## src/hdl/pcrd_pkg.sv

```systemverilog
// package for the prefix code rank decoder: constants, control word, program table
package pcrd_pkg;

	localparam int WORD_WIDTH_DEF = 32;
	localparam int MAX_RESULTS_DEF = 12;
	localparam int CNT_W = 24;
	localparam int RANK_W = 4;
	localparam int PC_W = 2;

	typedef logic [PC_W-1:0] pc_t;

	typedef enum logic [1:0] {
		COND_NEVER      = 2'd0,
		COND_NO_INPUT   = 2'd1,
		COND_DEC_MORE   = 2'd2,
		COND_FLUSH_WAIT = 2'd3
	} cond_t;

	typedef struct packed {
		logic  accept;
		logic  decode;
		logic  flush;
		cond_t cond;
		pc_t   target;
		pc_t   next;
	} ctl_t;

	typedef struct packed {
		logic no_input;
		logic dec_more;
		logic flush_wait;
	} sts_t;

	typedef struct packed {
		logic              valid;
		logic [RANK_W-1:0] rank;
		logic              last;
		logic              done;
	} push_t;

	localparam pc_t STEP_FETCH = 2'd0;
	localparam pc_t STEP_DECODE = 2'd1;
	localparam pc_t STEP_FLUSH = 2'd2;

	function automatic ctl_t prog_rom(input pc_t pc);
		ctl_t c;
		c = '{accept: 1'b0, decode: 1'b0, flush: 1'b0, cond: COND_NEVER,
			target: STEP_FETCH, next: STEP_FETCH};
		case (pc)
			STEP_FETCH: begin
				c.accept = 1'b1;
				c.cond = COND_NO_INPUT;
				c.target = STEP_FETCH;
				c.next = STEP_DECODE;
			end
			STEP_DECODE: begin
				c.decode = 1'b1;
				c.cond = COND_DEC_MORE;
				c.target = STEP_DECODE;
				c.next = STEP_FLUSH;
			end
			STEP_FLUSH: begin
				c.flush = 1'b1;
				c.cond = COND_FLUSH_WAIT;
				c.target = STEP_FLUSH;
				c.next = STEP_FETCH;
			end
			default: begin
				c.cond = COND_NEVER;
				c.next = STEP_FETCH;
			end
		endcase
		return c;
	endfunction

endpackage

```

## src/hdl/pcrd_sequencer.sv

```systemverilog
// microcode sequencer: step counter, program table lookup, conditional jumps
module pcrd_sequencer
	import pcrd_pkg::*;
(
	input  logic clk,
	input  logic arst_n,
	input  sts_t sts,
	output ctl_t ctl
);

	pc_t  pc_q;
	logic take;

	assign ctl = prog_rom(pc_q);

	always_comb begin
		case (ctl.cond)
			COND_NEVER:      take = 1'b0;
			COND_NO_INPUT:   take = sts.no_input;
			COND_DEC_MORE:   take = sts.dec_more;
			COND_FLUSH_WAIT: take = sts.flush_wait;
			default:         take = 1'b0;
		endcase
	end

	always_ff @(posedge clk or negedge arst_n) begin
		if (!arst_n) begin
			pc_q <= STEP_FETCH;
		end else begin
			pc_q <= take ? ctl.target : ctl.next;
		end
	end

endmodule

```

## src/hdl/pcrd_datapath.sv

```systemverilog
// decode datapath: word shifter, carry, bit budget, at most one code per decode step
module pcrd_datapath
	import pcrd_pkg::*;
#(
	parameter int WORD_WIDTH = WORD_WIDTH_DEF,
	parameter int MAX_RESULTS = MAX_RESULTS_DEF
) (
	input  logic                  clk,
	input  logic                  arst_n,
	input  ctl_t                  ctl,
	input  logic                  in_valid,
	input  logic [WORD_WIDTH-1:0] word,
	input  logic                  cfg_we,
	input  logic [CNT_W-1:0]      cfg_data,
	input  logic                  out_free,
	output sts_t                  sts,
	output push_t                 push
);

	localparam int WL = $clog2(WORD_WIDTH + 1);
	localparam int CW = $clog2(MAX_RESULTS + 1);

	logic [WORD_WIDTH-1:0] sh_q;
	logic [WL-1:0]         wleft_q;
	logic [CNT_W-1:0]      rem_q;
	logic [3:0]            acc_q;
	logic [2:0]            n_q;
	logic [CW-1:0]         count_q;
	logic                  pend_valid_q;
	logic [RANK_W-1:0]     pend_rank_q;
	logic                  pend_done_q;

	logic [8:0]        win_ext;
	logic [4:0]        win;
	logic [2:0]        code_len;
	logic [2:0]        need;
	logic [RANK_W-1:0] code_rank;
	logic [WL-1:0]     avail;
	logic              partial;
	logic              word_end;
	logic              room;
	logic              emit_req;
	logic              blocked;
	logic              step_go;
	logic              stream_cut;
	logic [2:0]        n_new;
	logic [4:0]        win_shr;

	// window of the next five code bits: carried bits first, then word bits
	assign win_ext = {acc_q, sh_q[WORD_WIDTH-1 -: 5]} << (3'd4 - n_q);
	assign win = win_ext[8:4];

	always_comb begin
		if (!win[4]) begin
			code_len = 3'd3;
			code_rank = {2'b00, win[3:2]};
		end else if (!win[3]) begin
			code_len = 3'd4;
			code_rank = {2'b01, win[2:1]};
		end else begin
			code_len = 3'd5;
			code_rank = {1'b1, win[2:0]};
		end
	end

	assign need = code_len - n_q;
	assign avail = (rem_q < CNT_W'(wleft_q)) ? rem_q[WL-1:0] : wleft_q;
	assign partial = avail < WL'(need);
	assign word_end = partial || (avail == WL'(need));
	assign room = count_q < CW'(MAX_RESULTS);
	assign emit_req = ctl.decode && !partial && room;
	assign blocked = emit_req && pend_valid_q && !out_free;
	assign step_go = ctl.decode && !blocked;
	assign stream_cut = CNT_W'(avail) == rem_q;
	assign n_new = n_q + avail[2:0];
	assign win_shr = win >> (3'd5 - n_new);

	assign sts.no_input = !in_valid;
	assign sts.dec_more = blocked || !word_end;
	assign sts.flush_wait = pend_valid_q && !out_free;

	always_comb begin
		push.valid = 1'b0;
		push.rank = pend_rank_q;
		push.done = pend_done_q;
		push.last = 1'b0;
		if (ctl.flush && pend_valid_q && out_free) begin
			push.valid = 1'b1;
			push.last = 1'b1;
		end else if (emit_req && pend_valid_q && out_free) begin
			push.valid = 1'b1;
		end
	end

	always_ff @(posedge clk or negedge arst_n) begin
		if (!arst_n) begin
			rem_q <= '0;
			acc_q <= '0;
			n_q <= '0;
			wleft_q <= '0;
			count_q <= '0;
			pend_valid_q <= 1'b0;
		end else begin
			if (ctl.accept && in_valid) begin
				wleft_q <= WL'(WORD_WIDTH);
				count_q <= '0;
			end
			if (step_go) begin
				if (!partial) begin
					rem_q <= rem_q - CNT_W'(need);
					wleft_q <= wleft_q - WL'(need);
					acc_q <= '0;
					n_q <= '0;
					if (room) begin
						pend_valid_q <= 1'b1;
						count_q <= count_q + 1'b1;
					end
				end else begin
					rem_q <= rem_q - CNT_W'(avail);
					wleft_q <= '0;
					if (stream_cut) begin
						acc_q <= '0;
						n_q <= '0;
					end else begin
						acc_q <= win_shr[3:0];
						n_q <= n_new;
					end
				end
			end
			if (ctl.flush && pend_valid_q && out_free) begin
				pend_valid_q <= 1'b0;
			end
			if (cfg_we) begin
				rem_q <= cfg_data;
				acc_q <= '0;
				n_q <= '0;
			end
		end
	end

	// payload registers
	always_ff @(posedge clk) begin
		if (ctl.accept && in_valid) begin
			sh_q <= word;
		end else if (step_go && !partial) begin
			sh_q <= sh_q << need;
		end
		if (step_go && !partial && room) begin
			pend_rank_q <= code_rank;
			pend_done_q <= rem_q == CNT_W'(need);
		end
	end

endmodule

```

## src/hdl/prefix_code_rank_decoder_unit.sv

```systemverilog
// top level of the prefix code rank decoder: sequencer, datapath, output register
// Decodes a stream of words, msb first, into 4-bit ranks (0xx: 0-3, 10xx: 4-7,
// 11xxx: 8-15), carrying an unfinished code across word boundaries. Writing
// total_bits starts a new stream of that many code bits; a code cut short at
// the stream end is dropped. A word takes one fetch step, one decode step per
// code completed in it, one more decode step when its bits run out inside a code
// or past the stream end (so at least one decode step), and one closing step.
// The decode step of the microcode sequencer completes one code per cycle unless the
// output is stalled. Each rank is held back one code so last_of_word can be marked.
module prefix_code_rank_decoder_unit
	import pcrd_pkg::*;
#(
	parameter int WORD_WIDTH = WORD_WIDTH_DEF,
	parameter int MAX_RESULTS = MAX_RESULTS_DEF
) (
	input  logic                  clk,
	input  logic                  arst_n,
	input  logic                  total_bits_we,
	input  logic [CNT_W-1:0]      total_bits,
	input  logic                  in_valid,
	output logic                  in_stall,
	input  logic [WORD_WIDTH-1:0] word,
	output logic                  out_valid,
	input  logic                  out_stall,
	output logic [RANK_W-1:0]     rank,
	output logic                  last_of_word,
	output logic                  stream_done
);

	ctl_t  ctl;
	sts_t  sts;
	push_t push;
	logic  out_valid_q;
	logic  out_free;
	logic [RANK_W-1:0] rank_q;
	logic  last_q;
	logic  done_q;

	pcrd_sequencer u_seq (
		.clk    (clk),
		.arst_n (arst_n),
		.sts    (sts),
		.ctl    (ctl)
	);

	pcrd_datapath #(
		.WORD_WIDTH  (WORD_WIDTH),
		.MAX_RESULTS (MAX_RESULTS)
	) u_dp (
		.clk      (clk),
		.arst_n   (arst_n),
		.ctl      (ctl),
		.in_valid (in_valid),
		.word     (word),
		.cfg_we   (total_bits_we),
		.cfg_data (total_bits),
		.out_free (out_free),
		.sts      (sts),
		.push     (push)
	);

	assign in_stall = !ctl.accept;
	assign out_free = !out_valid_q || !out_stall;

	always_ff @(posedge clk or negedge arst_n) begin
		if (!arst_n) begin
			out_valid_q <= 1'b0;
		end else if (push.valid) begin
			out_valid_q <= 1'b1;
		end else if (!out_stall) begin
			out_valid_q <= 1'b0;
		end
	end

	always_ff @(posedge clk) begin
		if (push.valid) begin
			rank_q <= push.rank;
			last_q <= push.last;
			done_q <= push.done;
		end
	end

	assign out_valid = out_valid_q;
	assign rank = rank_q;
	assign last_of_word = last_q;
	assign stream_done = done_q;

endmodule

```

## config.mk

```make
export PLATFORM = sky130hd
export DESIGN_NAME = prefix_code_rank_decoder_unit
export DESIGN_NICKNAME = d
export VERILOG_FILES = /design/src/hdl/pcrd_pkg.sv /design/src/hdl/pcrd_sequencer.sv /design/src/hdl/pcrd_datapath.sv /design/src/hdl/prefix_code_rank_decoder_unit.sv
export SDC_FILE = /design/constraint.sdc
export NUM_CORES = 1
export LEC_CHECK = 0
export ABC_AREA = 1
export BUFFER_PORTS_ARGS = -buffer_cell sky130_fd_sc_hd__clkbuf_2
export CAP_MARGIN = 20
export CORE_AREA = 2 2 127 129
export DETAILED_ROUTE_END_ITERATION = 10
export DIE_AREA = 0 0 129 131
export PLACE_DENSITY = 0.71
export RECOVER_POWER = 25
export SETUP_SLACK_MARGIN = 0.15
export SLEW_MARGIN = 20
export SYNTH_ARGS = -nofsm -noshare
export SYNTH_HDL_FRONTEND = slang
export SYNTH_SLANG_ARGS = --single-unit
```

## constraint.sdc

```tcl
create_clock -name clk -period 7.15 [get_ports clk]
set_input_delay 1.43 -clock clk [delete_from_list [all_inputs] [get_ports clk]]
set_output_delay 1.43 -clock clk [all_outputs]
set_load 0.02 [all_outputs]
```

==> results.md, run 1 <==
- Status: finished with violations
- Violated checks: max-capacitance violations, max-slew violations
- Hold-fix buffers, CTS: 0
- Final max-slew violation count: 46
- Number of buffers created by CTS: 9
- Layout area overhead: 11.07%
- Worst-Skew Late Latency: 0.36 ns
- DRT antenna net count: 0
- Fin crit share: 77.43%
- Critical path arrival: 5.79 ns
- Grt ovf: 0
- Cell variety after synth: 52
- RR Startpoint: u_dp.n_q[0]
- Critical path's largest stage delay: 0.58 ns
- Initial core utilization: between 40% and 50%
- Root Driver: clkbuf_16
- Fin. Hold Viols: 0
- Routed WL: 17.37 mm
- Initial antenna violation count: 0
- Total leakage power: 3.529 nW
- Switching power: 0.001965 W
- Worst Setup SP: u_dp.n_q[0]
- HP Class: reg2reg
- Via density: 5.278
- Number of global-route vias before repair: 6188
- IO buf count: 68
- CP Depth: 30
- Largest net degree at the start of global routing: 62
- Internal Power: 0.001904 W
- Area leader, netlist: edfxtp_1
- 1st-iter DRT viols: 551
- Total number of placement rows: 46
- Power per Cell Area: 505.1 mW/mm²
- Die Ht: approximately 130 µm
- CTS max path bufs: 2
- Final setup viols: 0
- Synthesized cell area: approximately 0.0069 mm²
- CP delay by family, top: simple AND/OR/NAND/NOR gates
- Part of the power in combinational logic: between 60% and 70%
- Sequential Power Share: 26.4%
- Max capacitance violation total: 1
- Max Fanout on Critical Path: 34
- Routed via count: 6577
- First-pass GRT wire length: 29.50 mm
- Synthesized netlist cell count: between 900 and 1000
- Most frequent CP cell: nand2_1
- Gr usage total: 21.83%
- DRT Pass-1 Iters: 7
- Die area: about 0.017 mm²
- Worst slew pin tran: 2.520 ns
- Die X: 129 µm
- Residual DRC count: 0
- Flops & latches, synth: 88
- Post-synth EDFFs: 43
- CTS tree: yes
- Primary FF master, synth: dfrtp_1
- Fmax: around 0.18 GHz
- I/O pin count: 69
- R2r setup slk: 1.61 ns
- Layout Cells excl Fill: 1246
- Htree depth: 3
- WS Path Type: reg2reg
- Antenna cells: 0
- WL/cell: 13.94 µm
- Clock power share: 12.6%
- Fillcell total: 1581
- Clock skew: around 0.0074 ns
- Ys Warns: 0
- CP bufs+invs: 6
- Sw Share: 50.80%
- Type of origin of the critical path: flip-flop
- DP Wirelength: 12.68 mm
- Nets: 1112
- End of the critical path: u_dp.rem_q[21]
- Core Util, Final: 49.11%
- Placer Congestion: about 0.94
- Critical Path Slowest Stage Cell: dfrtp_1
- Post-CTS setup buffers: 0
- Unrepaired setup endpoints after global routing: false
- Top cells by area, synth: edfxtp_1 (19%), dfrtp_1 (16%), nand2_1 (16%)
- CTS sink cnt: 88
- Layout cell share with drive strength beyond 1: approximately 13%
- Reg2reg end: u_dp.rem_q[21]
- Syn_nets: 1068
- R2R depth: 30
- Gates resized, CTS repair: 0
- Clk slew on worst S/H paths: roughly 0.070 ns
- Final hold slack: 0.4220 ns
- Most frequent cells in the layout: nand2_1 (292), inv_1 (89), nor2_1 (89), nand3_1 (84), o21ai_0 (78)
- Setup TNS: 0 ns
- Post-synth top area share: approximately a fifth
- Async set-or-reset flop fraction in the synthesized netlist: 51.14%
- Worst slack, placed: 1.633 ns
- Slew margin rel.: -68.01%
- Placed insts: 1230
- Core Footprint: 0.01560 mm²
- Syn avg cell area: 7.030 µm²
- Req. time, crit path: approximately 7.4 ns
- CP Capture Type: flip-flop
- Final setup margin: 1.614 ns
- Max VDD drop: 0.0002261 V
- Sequential area share after synthesis: 35.05%
- Commonest non-fill, non-tap cell in the layout: nand2_1
- Final Critical Period: 5.536 ns
==> metal layers <==
metal	up-vias	track usage, %	share of wire, %
met1	3004	31.01	49
li1	3371	-	-
met2	185	34.67	45
met4	0	7.225	1.8
met5	-	0	0
met3	17	2.809	4.5
==> worst min-delay path by stage <==
stage | depth (start not counted) | end | slack, ns | start
floorplan | 0 | rank[0] | 0.40 | u_dp.pend_rank_q[0]
global placement | 0 | rank[0] | 0.40 | u_dp.pend_rank_q[0]
detailed placement | 0 | rank[3] | 0.41 | u_dp.pend_rank_q[3]
CTS | 0 | rank[3] | 0.42 | u_dp.pend_rank_q[3]
global route | 0 | rank[3] | 0.43 | u_dp.pend_rank_q[3]
finish | 0 | rank[3] | 0.42 | u_dp.pend_rank_q[3]
==> synthesized netlist by cell type (all sizes together) (15+ instances only) <==
cell / number
ha: 21
dfrtp: 45
a22o: 20
o22ai: 15
o21ai: 89
nand2: 305
clkbuf: 29
nor2: 100
inv: 94
a21oi: 43
edfxtp: 43
nand3: 87
==> final cells by class <==
class                      instances  area [µm²]  share of cell area [%]
multi-input combinational        755        3926                   51.26
sequential                        88        2417                   31.56
timing repair buffer              74       381.6                   4.982
inverter                          97       367.9                   4.802
tap                              216       270.3                   3.528
clock buffer                       9       225.2                   2.940
clock inverter                     7       71.32                  0.9311
==> state kept, by name (all words and copies together) (netlist names) <==
signal and cells:
last_of_word 1, out_valid 1, rank 4, stream_done 1
u_dp.acc_q 4, u_dp.count_q 4, u_dp.n_q 3, u_dp.pend_done_q 1
u_dp.pend_rank_q 4, u_dp.pend_valid_q 1, u_dp.rem_q 24, u_dp.sh_q 32
u_dp.wleft_q 6, u_seq.pc_q 2
==> cell families after synthesis <==
logic type	share of synthesized area, %
multiplexers	0.8709
AND/OR/NAND/NOR	32.71
buffers and inverters	8.164
XOR/XNOR	1.760
AO/OA/AOI/OAI	16.18
adder cells (fa/ha/maj)	5.261
flip-flops	35.05
==> metrics by stage <==
stage               area, µm²  total power [W]
floorplan                6897         0.002835
global placement         7365         0.003341
detailed placement       7365         0.003366
CTS                      7661         0.003864
global route             7660         0.004267
finish                   7660         0.003869
==> power groups by stage <==
stage | Combinational [W] | Sequential [W] | Clock [W]
5_1_grt | 0.00271 | 0.00105 | 0.000512
6_report | 0.00236 | 0.00102 | 0.000487
3_5_place_dp | 0.00234 | 0.00103 | 0
2_1_floorplan | 0.00183 | 0.00101 | 0
4_1_cts | 0.00235 | 0.00102 | 0.000494
3_3_place_gp | 0.00232 | 0.00102 | 0
==> worst reg2reg max path: cells and delay by family, from the launching register on <==
family | cells | cell delay [ns]
flops | 1 | 0.58
compound gates | 2 | 0.28
simple gates | 17 | 1.92
buf+inv | 6 | 1.08
xor+xnor | 1 | 0.21
fa+ha+maj | 4 | 1.35
(Power assumes the default switching activity.)
==> run 2: changes to the inputs <==
==> constraint.sdc (replaced) <==
create_clock -name clk -period 5.5 [get_ports clk]
set_input_delay 1.1 -clock clk [delete_from_list [all_inputs] [get_ports clk]]
set_output_delay 1.1 -clock clk [all_outputs]
set_load 0.02 [all_outputs]
==> run 2 against run 1 <==
  * Largest power group unchanged
  * Sequential share of layout area fell by 0.13 points
  * The flow still finishes with violations (max-capacitance violations, max-slew violations)
  * Sequential cell count is the same
  * Highest routed layer unchanged
  * Critical path depth shrank 1
==> results.md, run 2 (synthesized netlist as in run 1, its figures left out) <==
- Die Ht: approximately 130 µm
- Die area: 0.01690 mm²
- Part of the power in combinational logic: about 62%
- R2r setup slk: a little over 0.7 ns
- Final Critical Period: ~4.8 ns
- Placer Congestion: 0.8805
- Commonest non-fill, non-tap cell in the layout: nand2_1
- Max VDD drop: about 0.00029 V
- Power per Cell Area: 656.8 mW/mm²
- I/O pin count: 69
- Fin crit share: 87.16%
- Area of all placed cells without fillers: 0.007695 mm²
- Max capacitance violation total: 1
- Nets: 1119
- CTS sink cnt: 88
- Via density: 5.248
- RR Startpoint: u_dp.n_q[0]
- Final setup viols: 0
- Number of global-route vias before repair: 6176
- WS Path Type: reg2reg
- Most frequent CP cell: nand2_1
- Clock power share: 11.8%
- Clock skew: 0.009716 ns
- Unrepaired setup endpoints after global routing: false
- DRT Pass-1 Iters: 5
- Post-DP Area: 0.007417 mm²
- Sequential Power Share: 26.4%
- Switching power: 0.002555 W
- Sw Share: roughly half
- Worst-Skew Late Latency: 0.36 ns
- Reg2reg end: u_dp.rem_q[21]
- Final max-slew violation count: 46
- Critical Path Slowest Stage Cell: dfrtp_2
- Max Fanout on Critical Path: 13
- Most flops, register: u_dp.sh_q
- Routed via count: 6576
- Internal Power: 0.002499 W
- Largest registers: u_dp.sh_q: 32 flops, u_dp.rem_q: 24 flops, u_dp.wleft_q: 6 flops
- Fin. Hold Viols: 0
- Sequential Area: 0.002419 mm²
- Critical path's largest stage delay: 0.50 ns
- End of the critical path: u_dp.rem_q[21]
- R2R depth: 29
- Critical path arrival: 5.04 ns
- Worst Setup SP: u_dp.n_q[0]
- Clk slew on worst S/H paths: ~0.07 ns
- Violated checks: max-capacitance violations, max-slew violations
- Worst slew pin tran: 2.514 ns
- CTS max path bufs: 2
- Setup TNS: 0 ns
- Post-CTS setup buffers: 0
- WL/cell: 14.12 µm
- HP Class: reg2reg
- CP Capture Type: flip-flop
- Total leakage power: around 3.6 nW
- Req. time, crit path: 5.74 ns
- DRT antenna net count: 0
- Gr usage total: 22.06%
- Routed WL: 17.70 mm
- Initial core utilization: 44.22%
- Root Driver: clkbuf_16
- Largest net degree at the start of global routing: 62
- Core Footprint: around 0.016 mm²
- Fmax: 0.2086 GHz
- Total power: 0.005054 W
- Layout area overhead: 11.57%
- Layout cell share with drive strength beyond 1: 13.11%
- Max FFs per register: 32
- Most frequent cells in the layout: nand2_1 (292), inv_1 (89), nor2_1 (89), nand3_1 (84), o21ai_0 (78)
- IO buf count: 68
- CTS tree: yes
- Total number of placement rows: 46
- Type of origin of the critical path: flip-flop
- DP Wirelength: 13.07 mm
- Hold-fix buffers, CTS: 0
- 1st-iter DRT viols: roughly 530
- Status: finished with violations
- Number of buffers created by CTS: 9
- First-pass GRT wire length: slightly below 30 mm
- Slew margin rel.: -67.61%
- Gates resized, CTS repair: 0
- Multi-input logic area: 0.003924 mm²
- Fillcell total: 1578
- Antenna cells: 0
- Core Util, Final: 49.33%
- Die X: 129 µm
- Htree depth: 3
- Initial antenna violation count: 0
- Residual DRC count: 0
- Grt ovf: 0
-- run 2: cell type report --
type | instances | area share (%)
clock buffer | 9 | 2.927
clock inverter | 7 | 0.7154
inverter | 97 | 4.780
multi-input combinational | 755 | 50.99
sequential | 88 | 31.43
tap | 216 | 3.512
timing repair buffer | 81 | 5.642
-- run 2: metrics by stage --
step	hold WS [ns]	worst slack, ns	instances
global placement	0.4055	0.7658	1237
floorplan	0.4003	0.9912	981
detailed placement	0.4089	0.6365	1237
CTS	0.4231	0.6162	1253
global route	0.4458	0.2213	1253
finish	0.4253	0.7064	1253
-- run 2: how the worst min path moves through the flow --
stage                        startpoint  endpoint  cells past startpoint
floorplan           u_dp.pend_rank_q[0]   rank[0]                      0
global placement    u_dp.pend_rank_q[3]   rank[3]                      0
detailed placement  u_dp.pend_rank_q[3]   rank[3]                      0
CTS                 u_dp.pend_rank_q[3]   rank[3]                      0
global route        u_dp.pend_rank_q[1]   rank[1]                      0
finish              u_dp.pend_rank_q[0]   rank[0]                      0
-- run 2: per-layer routing --
layer	track usage (%)	vias to the layer above	wire (µm)
met3	4.112	23	809
li1	-	3384	-
met4	7.417	0	325
met1	30.21	2995	8456
met5	0	-	0
met2	35.39	174	8104
-- run 2: power groups by stage --
stage,registers [W],logic [W],clock network (W)
6_report,0.00133,0.00313,0.000596
5_1_grt,0.00137,0.00357,0.000635
4_1_cts,0.00133,0.00312,0.000607
3_5_place_dp,0.00134,0.00311,0
3_3_place_gp,0.00133,0.00307,0
2_1_floorplan,0.00131,0.00238,0
-- run 2: worst max-delay path: cells and delay by family (launching register included) --
kind	cells	cell delay (ns)
buffers and inverters	5	0.56
AO/OA/AOI/OAI	2	0.27
XOR/XNOR	1	0.19
AND/OR/NAND/NOR	17	1.86
adder cells (fa/ha/maj)	4	1.33
flip-flops	1	0.50
==> run 3: changes to the inputs <==
--- a/config.mk
+++ b/config.mk
@@ -11,7 +11,7 @@
 export CORE_AREA = 2 2 127 129
 export DETAILED_ROUTE_END_ITERATION = 10
 export DIE_AREA = 0 0 129 131
-export PLACE_DENSITY = 0.71
+export PLACE_DENSITY = 0.73
 export RECOVER_POWER = 25
 export SETUP_SLACK_MARGIN = 0.15
 export SLEW_MARGIN = 20
==> constraint.sdc (replaced) <==
create_clock -name clk -period 4.1 [get_ports clk]
set_input_delay 0.82 -clock clk [delete_from_list [all_inputs] [get_ports clk]]
set_output_delay 0.82 -clock clk [all_outputs]
set_load 0.02 [all_outputs]
==> run 3 against run 2 <==
  * The run now ends clean
  * Core utilization grew 1.8 points
  * Wire length grew 0.99%
  * Non-clock buffer count grew 11
  * Register-to-register slack lost 0.41 ns
  * Sequential cell count is the same
  * Critical path depth is the same
  * Final area grew 3.6%
  * Setup slack lost 0.41 ns
  * Largest cell class unchanged
==> results.md, run 3 (synthesized netlist as in run 1, its figures left out) <==
- Status: completed
- Endpoint, Worst Hold: stream_done
- Most flops, register: u_dp.sh_q
- Switching power: 0.003500 W
- 1st-iter DRT viols: 622
- CP delay by family, top: simple AND/OR/NAND/NOR gates
- Fillcell total: roughly 1500
- Clock power share: 12.4%
- Fmax: 0.2629 GHz
- Via density: ~5.3
- Most frequent cells in the layout: nand2_1 (288), inv_1 (86), nor2_1 (85), nand3_1 (80), o21ai_0 (74)
- CP bufs+invs: 5
- Max FFs per register: 32
- Met2 usage: a little over a third
- Worst Hold Depth: 0
- Final Critical Period: 3.803 ns
- Placed insts: about 1200
- WL/cell: around 14 µm
- CTS tree: yes
- Root Driver: clkbuf_16
- Power per Cell Area: 879.8 mW/mm²
- Antenna cells: 0
- RR Startpoint: u_dp.n_q[1]
- Req. time, crit path: 4.36 ns
- Initial antenna violation count: 0
- Met1 Usage GRT: 30.66%
- Fin. Hold Viols: 0
- Unrepaired setup endpoints after global routing: true
- Clk slew on worst S/H paths: 0.07 ns
- Htree depth: 3
- Max capacitance violation total: 0
- Max Fanout on Critical Path: 6
- Worst-Skew Late Latency: 0.36 ns
- IO buf count: 68
- WS Path Type: reg2reg
- Worst Setup SP: u_dp.n_q[1]
- Largest net degree at the start of global routing: 61
- CTS max path bufs: 2
- DP Wirelength: 12.98 mm
- Number of buffers created by CTS: 9
- Routed WL: 17.87 mm
- Critical path's largest stage delay: 0.37 ns
- Die Ht: 131 µm
- Largest registers: u_dp.sh_q: 32 flops, u_dp.rem_q: 24 flops, u_dp.wleft_q: 6 flops
- Routed via count: ~6800
- Layout area overhead: 15.57%
- Final setup viols: 0
- Clock skew: 0.01100 ns
- I/O pin count: 69
- Commonest non-fill, non-tap cell in the layout: nand2_1
- Layout Cells excl Fill: between 1000 and 1500
- Total leakage power: 3.647 nW
- Core Footprint: 0.01560 mm²
- Critical path arrival: about 4 ns
- Layout cell share with drive strength beyond 1: between 15 and 20%
- DRT antenna net count: 0
- Placer Congestion: 0.9385
- Number of global-route vias before repair: a little over 6000
- DRT Pass-1 Iters: 6
- Met3 Track Usage GR: between 3 and 4%
- Critical Path Slowest Stage Cell: dfrtp_1
- Sw Share: about half
- Reg2reg end: u_dp.rem_q[21]
- Total number of placement rows: 46
- Final max-slew violation count: 0
- Worst slew pin tran: 1.370 ns
- Min-delay src: u_dp.pend_done_q
- Setup TNS: 0 ns
- Grt ovf: 0
- Sequential Power Share: 25.5%
- Nets: 1130
- Internal Power: 0.003512 W
- Gr usage total: 22.00%
- Grt peak-use layer: met2
- Die X: 129 µm
- Die area: 0.01690 mm²
- First-pass GRT wire length: 29.76 mm
- Part of the power in combinational logic: ~62%
- R2r setup slk: 0.30 ns
- Most frequent CP cell: nand2_1
- Slew margin rel.: slightly below 9%
- Residual DRC count: 0
- Initial core utilization: about 44%
- HP Class: reg2reg
- Max VDD drop: 0.0004302 V
- R2R depth: 29
- Fin crit share: 92.76%
- CP Capture Type: flip-flop
- Type of origin of the critical path: flip-flop
- Hold-fix buffers, CTS: 0
- CTS sink cnt: 88
==> run 3: cell count changes in the layout (fill, tap and decap cells not counted), sizes merged <==
cell | previous run | this run
buf | 12 | 23
clkinv | 6 | 4
bufinv | 0 | 1
inv | 97 | 98
==> run 3: power groups by stage <==
stage | combinational [W] | sequential [W] | clock (W)
final | 0.00435 | 0.00179 | 0.000871
after global routing | 0.00496 | 0.00184 | 0.000909
after CTS | 0.00425 | 0.00178 | 0.000879
after detailed placement | 0.00420 | 0.00180 | 0
after global placement | 0.00415 | 0.00179 | 0
after floorplan | 0.00326 | 0.00175 | 0
==> run 3: cell type report <==
class	count	area (µm²)	area share (%)
Clock buffer	9	225.2	2.826
Inverter	97	386.6	4.851
Sequential cell	88	2417	30.33
Multi-Input combinational cell	755	4066	51.02
Timing Repair Buffer	92	526.8	6.609
Clock inverter	7	77.57	0.9733
Tap cell	216	270.3	3.391
==> run 3: stage by stage <==
stage	total power, W	hold slack, ns	util, %	area [µm²]	setup WS, ns
floorplan	0.005014	0.4003	-	6983	0.1597
global placement	0.005935	0.4016	48.17	7513	0.1196
detailed placement	0.006001	0.4045	48.17	7513	-0.02063
CTS	0.006911	0.4205	50.36	7855	0.1316
global route	0.007711	0.4445	51.10	7970	-0.004696
finish	0.007012	0.4194	51.10	7970	0.2969
==> run 3: worst max-delay path by stage <==
stage                                 to  slack, ns  depth (start not counted)
final                     u_dp.rem_q[21]       0.30                         29
after global routing      u_dp.rem_q[21]     -0.005                         27
after CTS                 u_dp.rem_q[17]       0.13                         30
after detailed placement  u_dp.rem_q[17]      -0.02                         30
after global placement    u_dp.rem_q[17]       0.12                         30
after floorplan           u_dp.rem_q[21]       0.16                         31
==> run 3: repair_timing <==
action                                 in CTS  in global routing
pin swaps                                   4                 12
endpoints found under the hold margin       0                  0
gates resized for setup                     6                 23
buffers inserted                            1                  6
setup endpoints to repair                  53                 79
==> run 3: layer usage <==
metal | share of wire [%] | vias up
li1 | - | 3406
met1 | 45 | 3062
met2 | 46 | 260
met3 | 6.4 | 28
met4 | 2.2 | 0
met5 | 0 | -
